[config.mk]
export PLATFORM = sky130hd
export DESIGN_NAME = sikm_queue
export DESIGN_NICKNAME = d
export VERILOG_FILES = /design/src/rtl/sikm_pkg.sv /design/src/rtl/sikm_queue.sv
export SDC_FILE = /design/constraint.sdc
export NUM_CORES = 1
export LEC_CHECK = 0
export BUFFER_PORTS_ARGS = -buffer_cell sky130_fd_sc_hd__buf_2
export CAP_MARGIN = 20
export CORE_MARGIN = 4
export CORE_UTILIZATION = 30
export DETAILED_ROUTE_END_ITERATION = 8
export PLACE_DENSITY = 0.51
export SLEW_MARGIN = 20
export SYNTH_ARGS = -nofsm -noshare
export SYNTH_HDL_FRONTEND = slang
export SYNTH_SLANG_ARGS = --single-unit
[constraint.sdc]
create_clock -name clock -period 8.14 [get_ports clock]
set_clock_uncertainty 0.2 [all_clocks]
set_input_delay 1.628 -clock clock [delete_from_list [all_inputs] [get_ports clock]]
set_output_delay 1.628 -clock clock [all_outputs]
set_load 0.01 [all_outputs]
[src/rtl/sikm_pkg.sv]
package sikm_pkg;

   // width of the length register
   localparam int CFG_W = 11;
   // sample width and difference width
   localparam int SAMPLE_W = 32;
   localparam int DIFF_W = SAMPLE_W + 1;
   // stream payload widths, padded to whole bytes
   localparam int REQ_W = 40;
   localparam int RSP_W = 40;
   localparam int COUNT_W = 32;

   // operation codes on the request stream
   typedef enum logic [1:0] {
      OP_CLEAR   = 2'd0,
      OP_PATTERN = 2'd1,
      OP_TEXT    = 2'd2,
      OP_NONE    = 2'd3
   } op_type;

   // commands passed from the front to the matching engine
   typedef enum logic [2:0] {
      CMD_CLEAR     = 3'd0,
      CMD_ADD       = 3'd1,
      CMD_TXT_RESET = 3'd2,
      CMD_TXT_FIRST = 3'd3,
      CMD_TXT_ALL   = 3'd4,
      CMD_TXT_KMP   = 3'd5
   } cmd_type;

   typedef struct packed {
      cmd_type                   kind;
      logic signed [DIFF_W-1:0]  diff;
   } cmd_entry_type;

endpackage

[src/rtl/sikm_queue.sv]
module sikm_queue (
   input  logic                    clock,
   input  logic                    reset,
   input  logic                    push,
   input  sikm_pkg::cmd_entry_type push_data,
   output logic                    full,
   input  logic                    pop,
   output logic                    valid,
   output sikm_pkg::cmd_entry_type pop_data
);
   import sikm_pkg::*;

   cmd_entry_type slot_ff [2];
   logic          wr_ptr_ff, wr_ptr_in;
   logic          rd_ptr_ff, rd_ptr_in;
   logic [1:0]    fill_ff, fill_in;

   assign full     = (fill_ff == 2'd2);
   assign valid    = (fill_ff != 2'd0);
   assign pop_data = slot_ff[rd_ptr_ff];

   // pointer and fill bookkeeping
   always_comb begin
      wr_ptr_in = push ? ~wr_ptr_ff : wr_ptr_ff;
      rd_ptr_in = pop ? ~rd_ptr_ff : rd_ptr_ff;
      fill_in   = fill_ff + {1'b0, push} - {1'b0, pop};
   end

   always_ff @(posedge clock) begin
      if (reset) begin
         wr_ptr_ff <= 1'b0;
         rd_ptr_ff <= 1'b0;
         fill_ff   <= 2'd0;
      end else begin
         wr_ptr_ff <= wr_ptr_in;
         rd_ptr_ff <= rd_ptr_in;
         fill_ff   <= fill_in;
      end
   end

   // entry storage
   always_ff @(posedge clock) begin
      if (push) begin
         slot_ff[wr_ptr_ff] <= push_data;
      end
   end

endmodule

==> metrics.md <==
| Metric | Value |
|---|---|
| Total die area | 11600 um^2 |
| Final Power | 0.895 mW |
| WHS | 322 ps |
| Final core occ | between 30% and 40% |
| Starting Density | between 30% and 40% |
| DRT antenna net count | 0 |
| DRC viols | 0 |
| Fill count | 965 |
| GPL Wtd Cong | 0.671 |
| Pin count of the biggest net entering global routing | 37 |
| Clock sinks | 77 |
| Seq cells post-synth | 77 |
| Number of setup violations in the final report | 0 |
| Most frequent cells in the layout | buf_2, edfxtp_1, mux2_4 |
| Design Area, Final | 3700 um^2 |
| Clock power frac | 34.5% |
| Syn_nets | 175 |
| Sequential element share of the synthesized area | 76.2% |
| Commonest non-fill, non-tap cell in the layout | buf_2 |
| Core region area | slightly below 10000 um^2 |
| Cell Pwr Density | 242 nW/um^2 |
| DR WL/cell | ~15 um |
| Yosys top cell area share | 72.8% |
| Slew Viols, Final | 0 |
| Crit Path Category | flop to output port |
| Sequential power share | between 50 and 60% |
| Root Buffer | clkbuf_8 |
| CTS tree | built |
| Combinational share of power | 12.7% |
| Post-DP Area | 3470 um^2 |
| Initial DRC count | 44 |
| Crit path time final | 3800 ps |
| Status | completed |
| CP Capture Type | output port |
| Clock Tree Buf Depth | 2 |
| Post-synth cell types | 14 |
| Final period utilization | 46.7% |
| Layout Nets | 261 |
| Syn Std Cell Area | between 2000 and 3000 um^2 |
| Syn Inst Count | about 130 |
| Switching pwr | 0.198 mW |
| Crit path arrival time | around 2000 ps |
| Measured slew at the worst slew-check pin | roughly 930 ps |
| Initial DRT Pass Iterations | 5 |
| Global-route wire length before repair | 7.78 mm |
| CP max FO | 21 |
| Critical Path RT | 6310 ps |
| Die W | 108 um |
| Num CTS Buffers | 9 |
| Max-slew headroom | 37.9% |
| Number of flops mapped to enable cells by yosys | 72 |
| Initial antenna violation count | 0 |
| Post-DP HPWL | 3.39 mm |
| Chip height | 108 um |
| Post-route setup slack | around 4300 ps |
| Crit start category | flop |
| Top post-synthesis cells by area | edfxtp_1, mux2_4, dfxtp_1 |
| Core Rows | 36 |
| YS warnings | 0 |
| Placed instance count | 340 |
| # IOs | 78 |
| P_leak | 1.45 nW |
| Diodes inserted | 0 |
| Yosys top cell by area | edfxtp_1 |
| Post-synth top flop | edfxtp_1 |
| Post-CTS sizing | 0 |
| Area grow syn2layout | 24.7% |
| Vias in the first global route | 1538 |
| Via density | 4.02 |
| VDD IR max | 0.0976 mV |
| Hold_buf cts | 0 |
| I/O Buffers | 77 |
| Clk Latency, worst-skew pair | 330 ps |
| Clk pin slew, worst setup/hold paths | 70 ps |
| GRT Resource Usage Total | 9.23% |
| Pre-CTS setup slack | 4640 ps |
| Layout cells sized above 1 | 59.4% |
| Ys async rst share | 0% |
| H-tree depth | 3 |
| Syn Area/Cell | approximately 22 um^2 |
| RSZ-0062 raised after global routing | false |
| Pint | 0.697 mW |
| Post-CTS setup repair buffer count | 0 |
| Routed wire length | 5.21 mm |
| Final hold vios | 0 |
| Fin cells | between 300 and 400 |
| HP Class | flop to flop |
| Via count | 1436 |
| Setup tns final | 0 ps |
| Net Sw Frac | 22.1% |
| Total gr overflow | 0 |
| Max Freq | 263 MHz |
| MaxCap Viol Count | 0 |
[final timing paths]
check                                 endpoint       from  slack, ps  cells past startpoint
worst min-delay path                 rd_ptr_ff  rd_ptr_ff        320                      2
worst min register to register       rd_ptr_ff  rd_ptr_ff        320                      2
worst max register to register  slot_ff[1][21]  wr_ptr_ff       6330                      1
worst max-delay path              pop_data[35]       flop       4340                      3
[worst max-delay path, stage by stage, from the launching register on]
cell     delay [ps]
dfxtp_2         640
buf_4           450
mux2_2          390
buf_2           140
[final cells by class]
type	count	area, um^2	area share (%)
flip-flops and latches	77	2260	61.1
multi-input cells	50	638	17.2
repair buffers	79	413	11.1
clock buffers	11	131	3.55
inverters	2	7.51	0.203
well taps	133	166	4.49
clock inverters	5	83.8	2.26
[synthesized netlist by cell type, types with 2 or more instances]
cell type / number
nor2_1: 4
mux2_4: 30
ha_1: 2
edfxtp_1: 72
mux2_2: 6
inv_1: 2
xnor2_1: 2
dfxtp_1: 5
buf_12: 3
nor2b_1: 3
[flip-flops by register name (all words and copies together) (netlist names), named ones only]
signal	count
slot_ff	72
fill_ff	2
rd_ptr_ff	1
wr_ptr_ff	1
[kinds of logic (layout without fill, tap and decap cells)]
| group | after synthesis | count (layout) | share of synthesized area, % |
|---|---|---|---|
| XOR/XNOR | 3 | 3 | 1.35 |
| adder cells (fa/ha/maj) | 2 | 2 | 0.842 |
| buffers and inverters | 6 | 97 | 2.65 |
| flip-flops | 77 | 77 | 76.2 |
| multiplexers | 36 | 36 | 17.4 |
| AND/OR/NAND/NOR | 9 | 9 | 1.56 |
[power by group through the flow]
stage                     clock network (mW)  registers (mW)  logic [mW]
after floorplan                            0           0.476      0.0802
after global placement                     0           0.482       0.114
after detailed placement                   0           0.482       0.115
after CTS                              0.321           0.473       0.115
after global routing                   0.339           0.475       0.125
final                                  0.309           0.472       0.114
[routing by layer]
metal,GRT usage [%],wire [um],vias to the layer above
met5,0,0,-
met4,2.98,60,0
met3,4.92,424,5
met2,15.0,2610,53
met1,10.4,2120,698
li1,-,-,680
No activity file was read; power rests on OpenSTA's default activity.
