$ cat src/rtl/sikm_pkg.sv
package sikm_pkg;

   // width of the length register
   localparam int CFG_W = 11;
   // sample width and difference width
   localparam int SAMPLE_W = 32;
   localparam int DIFF_W = SAMPLE_W + 1;
   // stream payload widths, padded to whole bytes
   localparam int REQ_W = 40;
   localparam int RSP_W = 40;
   localparam int COUNT_W = 32;

   // operation codes on the request stream
   typedef enum logic [1:0] {
      OP_CLEAR   = 2'd0,
      OP_PATTERN = 2'd1,
      OP_TEXT    = 2'd2,
      OP_NONE    = 2'd3
   } op_type;

   // commands passed from the front to the matching engine
   typedef enum logic [2:0] {
      CMD_CLEAR     = 3'd0,
      CMD_ADD       = 3'd1,
      CMD_TXT_RESET = 3'd2,
      CMD_TXT_FIRST = 3'd3,
      CMD_TXT_ALL   = 3'd4,
      CMD_TXT_KMP   = 3'd5
   } cmd_type;

   typedef struct packed {
      cmd_type                   kind;
      logic signed [DIFF_W-1:0]  diff;
   } cmd_entry_type;

endpackage

$ cat src/rtl/sikm_front.sv
module sikm_front #(
   parameter int LENW = 11
) (
   input  logic                          clock,
   input  logic                          reset,
   input  logic                          req_tvalid,
   output logic                          req_tready,
   input  logic [sikm_pkg::REQ_W-1:0]    req_tdata,
   input  logic [LENW-1:0]               len,
   output logic                          push,
   output sikm_pkg::cmd_entry_type       push_data,
   input  logic                          q_full
);
   import sikm_pkg::*;

   op_type                     op;
   logic signed [SAMPLE_W-1:0] sample;
   logic                       take;

   logic signed [SAMPLE_W-1:0] prev_pat_ff, prev_pat_in;
   logic signed [SAMPLE_W-1:0] prev_txt_ff, prev_txt_in;
   logic [LENW-1:0]            loaded_ff, loaded_in;
   logic                       started_ff, started_in;

   assign op         = op_type'(req_tdata[1:0]);
   assign sample     = req_tdata[SAMPLE_W+1:2];
   assign req_tready = ~q_full;
   assign take       = req_tvalid & req_tready;

   // classify each request and form the sample difference
   always_comb begin
      prev_pat_in    = prev_pat_ff;
      prev_txt_in    = prev_txt_ff;
      loaded_in      = loaded_ff;
      started_in     = started_ff;
      push           = 1'b0;
      push_data.kind = CMD_CLEAR;
      push_data.diff = '0;
      if (take) begin
         unique case (op)
            OP_CLEAR: begin
               prev_pat_in = '0;
               prev_txt_in = '0;
               loaded_in   = '0;
               started_in  = 1'b0;
               push        = 1'b1;
            end
            OP_PATTERN: begin
               if (loaded_ff < len) begin
                  if (loaded_ff != '0) begin
                     push           = 1'b1;
                     push_data.kind = CMD_ADD;
                     push_data.diff = DIFF_W'(sample) - DIFF_W'(prev_pat_ff);
                  end
                  prev_pat_in = sample;
                  loaded_in   = loaded_ff + LENW'(1);
               end
            end
            OP_TEXT: begin
               push = 1'b1;
               priority if (loaded_ff < len) begin
                  push_data.kind = CMD_TXT_RESET;
               end else if (len == LENW'(1)) begin
                  push_data.kind = CMD_TXT_ALL;
               end else if (!started_ff) begin
                  push_data.kind = CMD_TXT_FIRST;
               end else begin
                  push_data.kind = CMD_TXT_KMP;
                  push_data.diff = DIFF_W'(sample) - DIFF_W'(prev_txt_ff);
               end
               prev_txt_in = sample;
               started_in  = 1'b1;
            end
            default: begin
            end
         endcase
      end
   end

   always_ff @(posedge clock) begin
      if (reset) begin
         prev_pat_ff <= '0;
         prev_txt_ff <= '0;
         loaded_ff   <= '0;
         started_ff  <= 1'b0;
      end else begin
         prev_pat_ff <= prev_pat_in;
         prev_txt_ff <= prev_txt_in;
         loaded_ff   <= loaded_in;
         started_ff  <= started_in;
      end
   end

endmodule

$ cat config.mk
export PLATFORM = sky130hd
export DESIGN_NAME = sikm_front
export DESIGN_NICKNAME = d
export VERILOG_FILES = /design/src/rtl/sikm_pkg.sv /design/src/rtl/sikm_front.sv
export SDC_FILE = /design/constraint.sdc
export NUM_CORES = 1
export LEC_CHECK = 0
export BUFFER_PORTS_ARGS = -buffer_cell sky130_fd_sc_hd__buf_2
export CORE_MARGIN = 2
export CORE_UTILIZATION = 60
export CTS_CLUSTER_SIZE = 25
export DETAILED_ROUTE_END_ITERATION = 10
export PLACE_DENSITY = 0.87
export RECOVER_POWER = 100
export SLEW_MARGIN = 0
export SYNTH_ARGS = -nofsm -noshare
export SYNTH_HDL_FRONTEND = slang
export SYNTH_SLANG_ARGS = --single-unit
$ cat constraint.sdc
create_clock -name clock -period 3.53 [get_ports clock]
set_input_delay 0.5295 -clock clock [delete_from_list [all_inputs] [get_ports clock]]
set_output_delay 0.5295 -clock clock [all_outputs]
set_load 0.005 [all_outputs]
==> results.sh <==
export IMPL_area_growth_pct=23.39
export IMPL_period_share_pct=100.1
export IMPL_grt_pass1_vias=7271
export IMPL_initialDrtViolationCount=940
export IMPL_synth_seq_cells=76
export IMPL_seqCellArea_sq_um=1521
export IMPL_outcome="finished, violations left"
export IMPL_grt_pass1_wl_um=34740
export IMPL_leakagePower_nw=3.626
export IMPL_fin_crit_ns=3.535
export IMPL_vias=7904
export IMPL_ff2ff_path_depth=10
export IMPL_routabilityCongestion=1.013
export IMPL_swShare_pct=30.78
export IMPL_drcViolationCount=0
export IMPL_grt_max_degree=43
export IMPL_worstPathRequired_ns=3.00
export IMPL_antenna_found_initial=1
export IMPL_ys_top_cells_by_area="dfxtp_1 (21%), ha_1 (14%), a22oi_1 (8.0%), nor2_1 (7.1%), a21oi_1 (5.2%)"
export IMPL_clk_pin_slew_worst_paths_ns=0.06
export IMPL_max_slew_margin_pct=-21.01
export IMPL_dp_hpwl_um=15460
export IMPL_avgSynthCellArea_sq_um=7.338
export IMPL_synthArstFlopShare_pct=0
export IMPL_clock_fmax_mhz=282.9
export IMPL_dr_pass1_iters=6
export IMPL_power_frac_comb_pct=28.7
export IMPL_start_util_pct=61.81
export IMPL_clkLatencyLatePin_ns=0.36
export IMPL_nets=1239
export IMPL_crit_arrival_ns=3.01
export IMPL_multi_input_area_sq_um=5274
export IMPL_setup_viol=1
export IMPL_final_instance_count_excl_fill=1250
export IMPL_totalWireLength_um=22090
export IMPL_synthesis_area_sq_um=7088
export IMPL_hold_depth=3
export IMPL_drv_slew=34
export IMPL_drv_cap=1
export IMPL_ys_top_cells_by_count="nor2_1 (135), inv_1 (94), ha_1 (80)"
export IMPL_grtUsageTotal_pct=33.49
export IMPL_synthCells=966
export IMPL_viasPerCell=6.323
export IMPL_cts_sinks=76
export IMPL_path_class="input pin to primary output"
export IMPL_synth_top_area_share_pct=21.47
export IMPL_die_y_um=112.7
export IMPL_peakVddDrop_mv=0.5035
export IMPL_clockBufferDepth=2
export IMPL_switchingPower_mw=0.8517
export IMPL_wl_per_cell_um=17.67
export IMPL_fill_cells=845
export IMPL_io_buffer_count=86
export IMPL_cp_max_fo=6
export IMPL_yosys_warnings=0
export IMPL_cts_max_level=3
export IMPL_yosysMostFrequentCell="nor2_1"
export IMPL_root_buffer="clkbuf_16"
export IMPL_synth_edff_count=0
export IMPL_violations="capacitance limit, slew limit, setup timing"
export IMPL_yosys_area_top_type="dfxtp_1"
export IMPL_drtAntennaViolNets=0
export IMPL_power_share_clock_pct=39.4
export IMPL_die_area_sq_um=12700
export IMPL_critPathCaptureType="primary output"
export IMPL_p_int_mw=1.916
export IMPL_drive_gt1_share_pct=22.15
export IMPL_clock_skew_ns=0.008917
export IMPL_cts_tree="yes"
export IMPL_cts_hold_buf=0
export IMPL_hp_class="input pin to register"
export IMPL_final_setup_tns_ns=-0.004532
export IMPL_synthFlopType="dfxtp_1"
export IMPL_place_inst=1228
export IMPL_ys_seq_area_share_pct=21.47
export IMPL_row_count=39
export IMPL_setup_ws_ns=-0.004532
export IMPL_syn_num_nets=1103
export IMPL_pin_count=93
export IMPL_hold_viol_final=0
export IMPL_grt_overflow_total=0
export IMPL_powerDensity_nw_per_um2=316.4
export IMPL_seq_power_share_pct=31.9
export IMPL_fp_dieW_um=112.7
export IMPL_place_ws_ns=-0.1580
export IMPL_cp_start_kind="input pin"
export IMPL_worst_slew_pin_slew_ns=1.815
export IMPL_core_area_sq_um=11470
export IMPL_synth_cell_types=67
export IMPL_cts_buffers_inserted=9
## critical path: stages
cell and delay [ns]:
buf_2 0.11, buf_4 0.14, ha_1 0.40, a21oi_1 0.36
o211ai_1 0.16, a21oi_1 0.23, a21boi_2 0.13, buf_4 0.16
o21ai_2 0.14, nand2b_1 0.12, xnor2_1 0.14, o22ai_1 0.21
buf_2 0.16
## area by class of cell
cell class	instances	share of cell area, %
Timing Repair Buffer	174	12.32
Antenna cell	1	0.02861
Clock inverter	5	1.144
Tap cell	143	2.046
Sequential cell	76	17.40
Multi-Input combinational cell	747	60.30
Inverter	94	4.034
Clock buffer	10	2.732
## per-layer routing
layer / part of all wire, % / GRT usage, % / wire length [um]
met3: 8.1 / 5.624 / 1794
met4: 4.1 / 17.40 / 905
met1: 42 / 44.09 / 9254
met5: 0 / 0 / 0
met2: 46 / 52.89 / 10130
## metrics by stage
step	util [%]	hold WS, ns	area (sq um)	power, mW
after floorplan	-	0.4654	7088	1.375
after global placement	70.78	0.4777	8117	1.599
after detailed placement	70.78	0.4825	8117	1.611
after CTS	74.61	0.4717	8556	2.711
after global routing	76.27	0.4960	8746	2.871
final	76.27	0.4737	8746	2.767
## state kept, by name (all words and copies together) (netlist names)
register,flops
prev_txt_ff,32
prev_pat_ff,32
loaded_ff,11
started_ff,1
## final timing paths
| path | start | to | slack, ns |
|---|---|---|---|
| worst max-delay path | req_tdata[14] | push_data[17] | -0.005 |
| worst min register to register | prev_pat_ff[6]$_SDFFE_PP0P_ | prev_pat_ff[6]$_SDFFE_PP0P_ | 0.50 |
| worst min-delay path | req_tdata[3] | prev_pat_ff[1]$_SDFFE_PP0P_ | 0.47 |
| worst max register to register | loaded_ff[8]$_SDFFE_PP0P_ | loaded_ff[10]$_SDFFE_PP0P_ | 0.37 |
## power by group through the flow
| stage | Combinational (mW) | Sequential (mW) | Clock [mW] |
|---|---|---|---|
| after floorplan | 0.476 | 0.899 | 0 |
| after global placement | 0.698 | 0.900 | 0 |
| after detailed placement | 0.710 | 0.901 | 0 |
| after CTS | 0.734 | 0.883 | 1.09 |
| after global routing | 0.862 | 0.884 | 1.12 |
| final | 0.795 | 0.883 | 1.09 |
## cell families (layout without fill, tap and decap cells)
group,count (synthesis),count (layout),share of synthesized area (%)
compound gates,315,315,29.67
simple gates,290,290,18.71
buf+inv,143,283,7.979
fa+ha+maj,82,82,14.69
flops,76,76,21.47
xor+xnor,57,57,7.043
mux,3,3,0.4413
other cells,0,1,0
## layout by cell type, fill, tap and decap left out, types with 7 or more instances in the layout
cell type and n:
a21o_1 25, a21oi_1 64, buf_2 77, clkbuf_2 10
ha_1 74, o21a_1 8, xnor2_1 38, o21bai_1 10
a22oi_1 76, nand4_1 16, o21ai_1 7, dfxtp_1 76
nand3_1 16, o211ai_1 8, a31oi_1 8, nand2b_1 14
o22ai_1 15, clkbuf_16 9, inv_1 94, o21ai_0 34
nand2_1 56, buf_4 82, xor2_1 19, a21oi_2 9
nor3_1 8, nor2b_1 9, nor2_1 132
## what timing repair did
action,in CTS,in global routing
buffers inserted,1,5
setup endpoints to repair,16,21
gates resized for setup,19,44
pin swaps,7,22
Power figures use the tool's default switching activity.
